==> config.mk <==
export PLATFORM = sky130hd
export DESIGN_NAME = tiled_pixel_blend_unit
export DESIGN_NICKNAME = d
export VERILOG_FILES = /design/src/rtl/tpb_pkg.sv /design/src/rtl/tiled_pixel_blend_unit.sv /design/src/rtl/tpb_clip.sv /design/src/rtl/tpb_addr.sv /design/src/rtl/tpb_blend.sv
export VERILOG_INCLUDE_DIRS = /design/src /design/src/rtl
export SDC_FILE = /design/constraint.sdc
export NUM_CORES = 2
export LEC_CHECK = 0
export BUFFER_PORTS_ARGS = -buffer_cell sky130_fd_sc_hd__buf_4
export CORE_MARGIN = 1.5
export CORE_UTILIZATION = 50
export CTS_CLUSTER_DIAMETER = 50
export CTS_CLUSTER_SIZE = 40
export DETAILED_ROUTE_END_ITERATION = 6
export GPL_TIMING_DRIVEN = 0
export PLACE_DENSITY = 0.68
export SYNTH_ARGS = -nofsm -noshare
export SYNTH_HDL_FRONTEND = slang
export SYNTH_SLANG_ARGS = --single-unit
==> constraint.sdc <==
create_clock -name i_clk -period 11.4 [get_ports i_clk]
set_input_delay 1.14 -clock i_clk [delete_from_list [all_inputs] [get_ports i_clk]]
set_output_delay 1.14 -clock i_clk [all_outputs]
set_load 0.01 [all_outputs]
==> src/rtl/assert_macros.svh <==
// assertion macros for the blend unit rtl
// no dependencies; included by files that carry concurrent assertions
`ifndef ASSERT_MACROS_SVH
`define ASSERT_MACROS_SVH

// antecedent implies consequent on the same edge
`define ASSERT_IMP(label, clk, rst_n, ante, cons, msg) \
    label: assert property (@(posedge clk) disable iff (!rst_n) (ante) |-> (cons)) \
        else $error(msg);

// condition never holds
`define ASSERT_NEVER(label, clk, rst_n, cond, msg) \
    label: assert property (@(posedge clk) disable iff (!rst_n) !(cond)) \
        else $error(msg);

`endif

==> src/rtl/tpb_pkg.sv <==
// shared types and constants of the tiled pixel blend unit
// no dependencies; imported by every rtl module of the block
`timescale 1ns / 1ps

package tpb_pkg;

    // surface size clamp used when clipping
    localparam int          MAX_DIM = 4096;
    localparam logic [13:0] DIM_LIM = 14'(MAX_DIM);

    localparam int ADDR_BITS_DEF = 25;
    // widest address formed before wrapping to the port width
    localparam int FULL_ADDR_W   = 32;

    localparam int COORD_W = 14;
    localparam int DIM_W   = 13;
    localparam int PITCH_W = 14;
    localparam int CFG_W   = 14;

    // configuration register indexes
    localparam logic [1:0] CFG_WIDTH  = 2'd0;
    localparam logic [1:0] CFG_HEIGHT = 2'd1;
    localparam logic [1:0] CFG_PITCH  = 2'd2;
    localparam logic [1:0] CFG_TILED  = 2'd3;

    // request types
    localparam logic REQ_READ  = 1'b0;
    localparam logic REQ_WRITE = 1'b1;

    localparam logic [7:0] ALPHA_OPAQUE = 8'hFF;
    localparam logic [7:0] TOP_BYTE     = 8'hFF;

    typedef struct packed {
        logic valid;
        logic inb;
        logic wr;
        logic opaque;
    } t_ctl;

    typedef struct packed {
        t_ctl             ctl;
        logic [DIM_W-1:0] x;
        logic [DIM_W-1:0] y;
        logic [31:0]      color;
        logic [7:0]       alpha;
        logic [31:0]      bg;
    } t_s1;

endpackage

==> src/rtl/tiled_pixel_blend_unit.sv <==
// top level of the tiled pixel blend unit: config registers, control pipe
// depends on tpb_pkg, tpb_clip, tpb_addr, tpb_blend, assert_macros.svh
`timescale 1ns / 1ps
`include "assert_macros.svh"

// Pixel address and blend unit for a 32-bit framebuffer.
// Requests: a beat is taken at every rising edge with start high and busy
// low. busy never rises, so one request per clock is sustained.
// Results: exactly one per request, on the o_ ports for a single cycle while
// o_strobe is high, after passing the clip register, the multiply register
// and the divide/assemble register. The receiver cannot stall;
// it must take each result in the cycle it appears.
// Each request gives the element address (linear or 8-pipe/16-bank macro
// tiled), the in-bounds flag and, for writes, the blended data and enable.
// Out-of-bounds requests report zero address and data.
// Configuration: i_cfg_we writes i_cfg_data into register i_cfg_index at the
// clock edge; write only while no result is pending.
// Reset (synchronous, active low) clears the config registers and drops
// every beat in flight; no clearing pass is needed.
module tiled_pixel_blend_unit #(
    parameter int ADDR_BITS = tpb_pkg::ADDR_BITS_DEF
) (
    input  logic                       i_clk,
    input  logic                       i_rst_n,
    input  logic                       start,
    output logic                       busy,
    input  logic                       i_req_type,
    input  logic signed [13:0]         i_pos_x,
    input  logic signed [13:0]         i_pos_y,
    input  logic [31:0]                i_src_color,
    input  logic [7:0]                 i_src_alpha,
    input  logic [31:0]                i_background,
    input  logic                       i_cfg_we,
    input  logic [1:0]                 i_cfg_index,
    input  logic [tpb_pkg::CFG_W-1:0]  i_cfg_data,
    output logic                       o_strobe,
    output logic [ADDR_BITS-1:0]       o_pixel_address,
    output logic                       o_in_bounds,
    output logic                       o_write_enable,
    output logic [31:0]                o_write_data
);
    import tpb_pkg::*;

    logic [DIM_W-1:0]   r_width;
    logic [DIM_W-1:0]   r_height;
    logic [PITCH_W-1:0] r_pitch;
    logic               r_tiled;
    logic               take;
    t_s1                s1;
    t_ctl               r_ctl2;
    t_ctl               r_ctl3;
    logic [ADDR_BITS-1:0] addr;
    logic [31:0]        data;

    // fully pipelined, never holds off a request
    assign busy = 1'b0;
    assign take = start && !busy;

    always_ff @(posedge i_clk) begin
        if (!i_rst_n) begin
            r_width  <= '0;
            r_height <= '0;
            r_pitch  <= '0;
            r_tiled  <= 1'b0;
        end else if (i_cfg_we) begin
            case (i_cfg_index)
                CFG_WIDTH:  r_width  <= i_cfg_data[DIM_W-1:0];
                CFG_HEIGHT: r_height <= i_cfg_data[DIM_W-1:0];
                CFG_PITCH:  r_pitch  <= i_cfg_data[PITCH_W-1:0];
                CFG_TILED:  r_tiled  <= i_cfg_data[0];
                default: ;
            endcase
        end
    end

    tpb_clip u_clip (
        .i_clk       (i_clk),
        .i_rst_n     (i_rst_n),
        .i_take      (take),
        .i_req_type  (i_req_type),
        .i_pos_x     (i_pos_x),
        .i_pos_y     (i_pos_y),
        .i_src_color (i_src_color),
        .i_src_alpha (i_src_alpha),
        .i_background(i_background),
        .i_width     (r_width),
        .i_height    (r_height),
        .o_s1        (s1)
    );

    tpb_addr #(
        .ADDR_BITS(ADDR_BITS)
    ) u_addr (
        .i_clk  (i_clk),
        .i_x    (s1.x),
        .i_y    (s1.y),
        .i_pitch(r_pitch),
        .i_tiled(r_tiled),
        .o_addr (addr)
    );

    tpb_blend u_blend (
        .i_clk   (i_clk),
        .i_color (s1.color),
        .i_bg    (s1.bg),
        .i_alpha (s1.alpha),
        .i_opaque(s1.ctl.opaque),
        .o_data  (data)
    );

    // control travels alongside the payload stages
    always_ff @(posedge i_clk) begin
        if (!i_rst_n) begin
            r_ctl2 <= '0;
            r_ctl3 <= '0;
        end else begin
            r_ctl2 <= s1.ctl;
            r_ctl3 <= r_ctl2;
        end
    end

    assign o_strobe        = r_ctl3.valid;
    assign o_in_bounds     = r_ctl3.valid && r_ctl3.inb;
    assign o_write_enable  = r_ctl3.valid && r_ctl3.wr;
    assign o_pixel_address = o_in_bounds ? addr : '0;
    assign o_write_data    = o_write_enable ? data : 32'd0;

    `ASSERT_IMP(a_lat3, i_clk, i_rst_n, take, ##3 o_strobe, "result missing three cycles after request")
    `ASSERT_IMP(a_no_spur, i_clk, i_rst_n, o_strobe, $past(take, 3), "result without a request")
    `ASSERT_NEVER(a_we_inb, i_clk, i_rst_n, o_write_enable && !o_in_bounds, "write outside surface")
    `ASSERT_IMP(a_wd_zero, i_clk, i_rst_n, !o_write_enable, o_write_data == 32'd0, "stray write data")

endmodule

==> src/rtl/tpb_clip.sv <==
// input stage: clips the request against the surface and registers the beat
// depends on tpb_pkg
`timescale 1ns / 1ps

module tpb_clip (
    input  logic                       i_clk,
    input  logic                       i_rst_n,
    input  logic                       i_take,
    input  logic                       i_req_type,
    input  logic signed [13:0]         i_pos_x,
    input  logic signed [13:0]         i_pos_y,
    input  logic [31:0]                i_src_color,
    input  logic [7:0]                 i_src_alpha,
    input  logic [31:0]                i_background,
    input  logic [tpb_pkg::DIM_W-1:0]  i_width,
    input  logic [tpb_pkg::DIM_W-1:0]  i_height,
    output tpb_pkg::t_s1               o_s1
);
    import tpb_pkg::*;

    logic [13:0] w_lim;
    logic [13:0] h_lim;
    logic        x_ok;
    logic        y_ok;
    logic        inb;
    t_s1         n_s1;
    t_s1         r_s1;

    always_comb begin
        w_lim = ({1'b0, i_width} > DIM_LIM) ? DIM_LIM : {1'b0, i_width};
        h_lim = ({1'b0, i_height} > DIM_LIM) ? DIM_LIM : {1'b0, i_height};
        // sign bit clear and below the clamped size
        x_ok  = !i_pos_x[13] && ({1'b0, i_pos_x[12:0]} < w_lim);
        y_ok  = !i_pos_y[13] && ({1'b0, i_pos_y[12:0]} < h_lim);
        inb   = x_ok && y_ok;

        n_s1.ctl.valid  = i_take;
        n_s1.ctl.inb    = inb;
        n_s1.ctl.wr     = inb && (i_req_type == REQ_WRITE) && (i_src_alpha != 8'd0);
        n_s1.ctl.opaque = (i_src_alpha == ALPHA_OPAQUE);
        n_s1.x          = i_pos_x[12:0];
        n_s1.y          = i_pos_y[12:0];
        n_s1.color      = i_src_color;
        n_s1.alpha      = i_src_alpha;
        n_s1.bg         = i_background;
    end

    always_ff @(posedge i_clk) begin
        if (!i_rst_n) begin
            r_s1.ctl <= '0;
        end else begin
            r_s1.ctl <= n_s1.ctl;
        end
        r_s1.x     <= n_s1.x;
        r_s1.y     <= n_s1.y;
        r_s1.color <= n_s1.color;
        r_s1.alpha <= n_s1.alpha;
        r_s1.bg    <= n_s1.bg;
    end

    assign o_s1 = r_s1;

endmodule

==> src/rtl/tpb_addr.sv <==
// address stages: multiply stage then linear or macro-tiled address assembly
// depends on tpb_pkg
`timescale 1ns / 1ps

module tpb_addr #(
    parameter int ADDR_BITS = tpb_pkg::ADDR_BITS_DEF
) (
    input  logic                         i_clk,
    input  logic [tpb_pkg::DIM_W-1:0]    i_x,
    input  logic [tpb_pkg::DIM_W-1:0]    i_y,
    input  logic [tpb_pkg::PITCH_W-1:0]  i_pitch,
    input  logic                         i_tiled,
    output logic [ADDR_BITS-1:0]         o_addr
);
    import tpb_pkg::*;

    localparam int LIN_W  = DIM_W + PITCH_W;
    localparam int TILE_W = 14;

    logic [LIN_W-1:0]     r_lin_prod;
    logic [TILE_W-1:0]    r_tile_prod;
    logic [DIM_W-1:0]     r_x;
    logic [6:0]           r_ylo;
    logic [LIN_W:0]       lin_addr;
    logic [TILE_W-1:0]    tile_idx;
    logic [5:0]           pix;
    logic [2:0]           pipe;
    logic [3:0]           bank;
    logic [TILE_W+12:0]   tile_addr;
    logic [FULL_ADDR_W-1:0] full_addr;
    logic [ADDR_BITS-1:0] n_addr;
    logic [ADDR_BITS-1:0] r_addr;

    // stage 2: row times pitch, macro-tile row times tiles per row
    always_ff @(posedge i_clk) begin
        r_lin_prod  <= LIN_W'(i_y) * LIN_W'(i_pitch);
        r_tile_prod <= TILE_W'(i_y[12:6]) * TILE_W'(i_pitch[13:7]);
        r_x         <= i_x;
        r_ylo       <= i_y[6:0];
    end

    always_comb begin
        lin_addr = (LIN_W + 1)'(r_lin_prod) + (LIN_W + 1)'(r_x);
        tile_idx = r_tile_prod + TILE_W'(r_x[12:7]);
        pix  = {r_ylo[2], r_ylo[1], r_x[2], r_ylo[0], r_x[1], r_x[0]};
        pipe = {r_x[5] ^ r_ylo[5],
                r_x[4] ^ r_ylo[4],
                r_x[3] ^ r_ylo[3] ^ r_x[4]};
        bank = {r_x[9] ^ r_ylo[3],
                r_x[8] ^ r_ylo[4],
                r_x[7] ^ r_ylo[5] ^ r_ylo[6],
                r_x[6] ^ r_ylo[6]};
        tile_addr = {tile_idx, bank, pipe, pix};
        full_addr = i_tiled ? FULL_ADDR_W'(tile_addr) : FULL_ADDR_W'(lin_addr);
        // wraps to the port width
        n_addr    = full_addr[ADDR_BITS-1:0];
    end

    // stage 3
    always_ff @(posedge i_clk) begin
        r_addr <= n_addr;
    end

    assign o_addr = r_addr;

endmodule

==> src/rtl/tpb_blend.sv <==
// blend stages: per-channel products then divide by 255 and opaque select
// depends on tpb_pkg
`timescale 1ns / 1ps

module tpb_blend (
    input  logic        i_clk,
    input  logic [31:0] i_color,
    input  logic [31:0] i_bg,
    input  logic [7:0]  i_alpha,
    input  logic        i_opaque,
    output logic [31:0] o_data
);
    import tpb_pkg::*;

    logic [15:0] n_sum [3];
    logic [15:0] r_sum [3];
    logic [31:0] r_color;
    logic        r_opaque;
    logic [16:0] q_acc [3];
    logic [31:0] n_data;
    logic [31:0] r_data;

    always_comb begin
        // background weight is 255 - alpha, formed at 8 bits before widening
        for (int c = 0; c < 3; c++) begin
            n_sum[c] = 16'(i_color[8*c +: 8]) * 16'(i_alpha)
                     + 16'(i_bg[8*c +: 8]) * 16'(8'(ALPHA_OPAQUE - i_alpha));
        end
    end

    // stage 2
    always_ff @(posedge i_clk) begin
        r_sum    <= n_sum;
        r_color  <= i_color;
        r_opaque <= i_opaque;
    end

    always_comb begin
        // exact n / 255 for the sums here (n <= 255 * 255): (n + 1 + (n >> 8)) >> 8
        for (int c = 0; c < 3; c++) begin
            q_acc[c] = {1'b0, r_sum[c]} + 17'd1 + 17'(r_sum[c][15:8]);
        end
        n_data = r_opaque ? r_color
                          : {TOP_BYTE, q_acc[2][15:8], q_acc[1][15:8], q_acc[0][15:8]};
    end

    // stage 3
    always_ff @(posedge i_clk) begin
        r_data <= n_data;
    end

    assign o_data = r_data;

endmodule

; Word-level counts from Yosys, hierarchy flattened
; Cells that the tools add are included.
[word_totals]
ff_bits = 336
in_bits = 121
output_inout_bits = 61
word_cells = 89
[op_classes]
n_addsub = 12
mul = 8
order_cmp = 4
eq_ne = 4
muxes = 6
n_bitwise = 9
reduce_logical = 15
[op_table]
columns = op, n
row1 = $mul 8x8->16, 6
row2 = $mux 25, 2
row3 = $add 16x1->16 const B, 3
row4 = $add 16x16->16, 3
row5 = $add 16x8->16, 3
row6 = $mux 32, 1
row7 = $lt 13x14->1, 2
row8 = $gt 13x13->1 const B, 2
row9 = $mux 13, 2
row10 = $add 25x13->25, 1
row11 = $mul 13x14->25, 1
row12 = $mux 24, 1
row13 = $add 12x6->12, 1
row14 = $mul 7x7->12, 1
row15 = $xor 1x1->1, 9
row16 = $eq 8x8->1 const B, 1
row17 = $reduce_and 2->1, 4
row18 = $reduce_bool 8->1, 1
row19 = $sub 8x8->8 const A, 1
row20 = $logic_and 1x1->1, 7
row21 = $eq 2x2->1 const B, 2
row22 = $eq 2x1->1 const B, 1
row23 = $logic_not 1->1, 2
row24 = $logic_not 2->1, 1

; Depth between registers and ports, before layout
[logic_depth]
word_depth = 7
mapped_depth = 22
mapped_depth_nobuf = 20

; Hierarchy
; From an unflattened synthesis, not the netlist that was laid out.
[hier_totals]
hier_cells = 3385
area_unflattened_um2 = 31834.3
[by_module_without_submodules]
columns = mod, instances, cells_per_inst, area_per_inst_um2, seq_area_each_um2
row1 = tpb_blend, 1, 1819, 16836.1, 2262.2
row2 = tpb_addr, 1, 1130, 10158.5, 1641.6
row3 = tpb_clip, 1, 199, 2735.1, 2042.0
row4 = tiled_pixel_blend_unit, 1, 237, 2104.5, 940.9

; Least setup slack after synthesis
; OpenSTA, ideal clock, no wires.
[synth_path]
kind = register to register
startpoint = register u_clip.r_s1 (netlist bit u_clip.o_s1[33])
endpoint = register u_blend.r_sum[47] (netlist bit)
setup_time_ns = 0.072
arrival_ns = 5.742
required_ns = 11.328
setup_slack_ns = 5.586
path_stages_with_launch = 21
path_buffers = 2
synth_period_minus_slack_ns = 5.814
cell_sequence = dfxtp_1 clkbuf_1 clkbuf_1 nand2_1 fa_1 fa_1 fa_1 inv_1 fa_1 fa_1 inv_1 fa_1 inv_1 ha_1 and2_1 a31o_2 or4_1 a21o_1 a41o_1 a21oi_1 xnor2_1
[synth_rtl]
columns = element, line_no
row1 = start: declaration, tpb_clip.sv:27  ; t_s1 r_s1;
row2 = end signal: assignment, tpb_blend.sv:33  ; r_sum <= n_sum;
row3 = end: declaration, tpb_blend.sv:16  ; logic [15:0] r_sum [3];

==> metrics.md <==
| Metric | Value |
|---|---|
| Ports | `182` |
| Fraction of registers with async set or reset after synthesis | `0%` |
| Synthesis-to-layout area growth | `12.2%` |
| Peak VDD IR | `0.000322 V` |
| Dpl ws | `4.54 ns` |
| Max Clk Rate | `144 MHz` |
| Prevailing post-synth register cell | `dfxtp_1` |
| I/O Buffers | `172` |
| Drt wl/cell | `17.6 um` |
| Layout net count | `4429` |
| Hold buffer count at CTS | `0` |
| Worst path bufs/invs | `5` |
| CP most frequent cell | `fa_1` |
| Htree depth | `2` |
| Worst slew pin tran | `0.990 ns` |
| Placed inst area | `0.0335 mm2` |
| Fin area | `0.0349 mm2` |
| Largest net degree at the start of global routing | `23` |
| Clock tree buffer depth | `3` |
| Largest stage delay on the critical path | `0.71 ns` |
| Post-route setup slack | `4.46 ns` |
| Total GRT Usage | `25.5%` |
| Power consumption | `7.47 mW` |
| Layout cell share with drive strength beyond 1 | `7.33%` |
| Die Span Y | `253 um` |
| Final setup violation count | `0` |
| Synthesized area per cell | `9.39 um2` |
| Vias in the first global route | `23.0k` |
| DRT Wirelength | `77700 um` |
| Final Skew | `0.0265 ns` |
| CP arrival | `7.43 ns` |
| Worst-path cell chain | `clkbuf_1, clkbuf_1, nand2_1, fa_1, fa_1, fa_1, inv_1, fa_1, fa_1, inv_1, fa_1, inv_1, ha_1, and2_1, a31o_2, or4_1, a21o_1, a41o_1, a21oi_1, xnor2_1` |
| Via count | `22.1k` |
| Relative slew slack | `34.0%` |
| RD Place Congestion | `0.909` |
| Master of the slowest instance on the critical path | `clkbuf_1` |
| Area leader, netlist | `fa_1` |
| CP endpoint kind | `flip-flop` |
| Synth cell types | `66` |
| Syn Std Cell Area | `0.0311 mm2` |
| Crit start category | `flip-flop` |
| Root Buffer | `clkbuf_16` |
| Drt pass-1 iters | `5` |
| Setup TNS | `0 ns` |
| First-pass GRT wire length | `125000 um` |
| Clock sink count | `336` |
| Final min period | `6.94 ns` |
| Yosys reg bits | `336` |
| TritonCTS clock tree | `yes` |
| Hold_ws | `0.328 ns` |
| Die area | `0.0638 mm2` |
| Worst Path Max Fanout | `10` |
| Commonest non-fill, non-tap cells in the layout | `645 x inv_1, 440 x fa_1, 340 x nand2_1, 338 x ha_1, 336 x dfxtp_1` |
| Hold/Removal Path Class | `reg -> reg` |
| CP delay by family, top | `adder cells` |
| Clk pin slew, worst setup/hold paths | `0.07 ns` |
| Leak pwr | `17.2 nW` |
| DRT antenna net count | `0` |
| Tcrit/Tclk final | `60.9%` |
| Required @ worst endpoint | `11.90 ns` |
| Die X-Extent | `253 um` |
| Seq. cell area | `0.00673 mm2` |
| RSZ-0062 raised after global routing | `no` |
| Post-CTS setup buffers | `0` |
| Core ar. | `0.0616 mm2` |
| Gr ovfl total | `0` |
| Initial core utilization | `50.5%` |
| Area contributors post-synth | `fa_1 28%, dfxtp_1 22%, ha_1 14%` |
| Crit Path Category | `reg -> reg` |
| Area of the multi-input gates | `0.0216 mm2` |
| Final Hold Vio Count | `0` |
| Clock buffer count from CTS | `39` |
| 1st-iter DRT viols | `1159` |
| DR vias/cell | `5.02` |
| Initial antenna violation count | `5` |
| # rows | `91` |
| Pins Over Slew Limit | `0` |
| Dpl hpwl | `63800 um` |
| Synth warn | `0` |
| Number of synthesized flops with an enable pin | `0` |
| # DRC | `0` |
| Power per cell area | `214 mW/mm2` |
| Clock latency on the worst-skew pair | `0.59 ns` |
| Max-cap violations | `0` |
| Fillcell total | `5544` |
| Sequential area share after synthesis | `21.6%` |
| Status | `finished clean` |
| Yosys top cell area share | `28.3%` |
| Most common cell after layout, fill and taps aside | `inv_1` |
| Post-CTS Resized | `0` |
| Synth Instances | `3314` |
-- path summary, 6_finish.rpt --
path                   startpoint                 to  slack, ns  cells past startpoint
setup / recovery  u_clip.o_s1[33]  u_blend.r_sum[47]       4.46                     20
hold / removal    u_clip.o_s1[98]   u_blend.r_opaque       0.33                      0
setup reg to reg  u_clip.o_s1[33]  u_blend.r_sum[47]       4.46                     20
hold reg to reg   u_clip.o_s1[98]   u_blend.r_opaque       0.33                      0
-- synth_stat cells (all sizes together) (7+ instances only) --
| cell | n |
|---|---|
| a2111oi | 10 |
| a211oi | 15 |
| a21boi | 42 |
| a21o | 21 |
| a21oi | 53 |
| and2 | 222 |
| and3 | 67 |
| clkbuf | 106 |
| dfxtp | 336 |
| fa | 440 |
| ha | 338 |
| inv | 645 |
| nand2 | 340 |
| nand2b | 77 |
| nand3 | 30 |
| nand4 | 14 |
| nor2 | 59 |
| nor2b | 136 |
| nor3 | 23 |
| nor4 | 11 |
| o211ai | 7 |
| o21a | 25 |
| o21ai | 74 |
| o31ai | 9 |
| xnor2 | 77 |
| xor2 | 49 |
-- worst reg2reg max path, cell delays in order, from the launching register on --
cell and delay [ns]:
dfxtp_1 0.49, clkbuf_1 0.49, clkbuf_1 0.71, nand2_1 0.18
fa_1 0.54, fa_1 0.46, fa_1 0.54, inv_1 0.05
fa_1 0.45, fa_1 0.51, inv_1 0.05, fa_1 0.48
inv_1 0.04, ha_1 0.34, and2_1 0.17, a31o_2 0.22
or4_1 0.39, a21o_1 0.18, a41o_1 0.25, a21oi_1 0.18
xnor2_1 0.14
-- through the flow --
| step | cells | utilization (%) |
|---|---|---|
| after floorplan | 3317 | - |
| after global placement | 4326 | 54.3 |
| after detailed placement | 4326 | 54.3 |
| after CTS | 4397 | 56.7 |
| after global routing | 4397 | 56.7 |
| final | 4402 | 56.7 |
-- layout make-up --
class,instances,area share (%)
diodes,5,0.0358
repair buffers,172,3.70
inverters,645,6.93
clock buffers,43,2.96
multi-input cells,2226,61.7
flip-flops and latches,336,19.3
well taps,837,3.00
clock inverters,28,1.18
plain buffers,110,1.20
-- registers in the layout (all words and copies together), names as in the netlist, 13 cells and up --
signal             cells
r_pitch               14
u_clip.o_s1           94
u_blend.o_data        32
u_blend.r_sum         48
u_addr.r_x            13
r_width               13
u_blend.r_color       32
u_addr.o_addr         25
r_height              13
u_addr.r_lin_prod     25
-- per-layer routing --
metal | up-vias | global-route usage [%] | share of wire, %
li1 | 10700 | - | -
met1 | 10600 | 35.3 | 45
met2 | 682 | 39.1 | 43
met3 | 114 | 7.11 | 9.5
met4 | 4 | 6.47 | 2.4
met5 | - | 0 | 0.030
-- power breakdown --
group          total [mW]  switching [mW]  internal [mW]  leakage [nW]
clock network        1.36           0.608          0.757         0.693
registers            1.60           0.141           1.46          2.81
logic                4.51            2.49           2.02          13.7
-- cell families after synthesis --
kind of cell | after synthesis | share of synthesized area [%]
buf+inv | 755 | 9.12
other cells | 1 | 0.0120
mux | 10 | 0.338
simple gates | 1009 | 17.0
compound gates | 299 | 6.50
xor+xnor | 126 | 3.55
flops | 336 | 21.6
fa+ha+maj | 778 | 41.9
(Power assumes the default switching activity.)
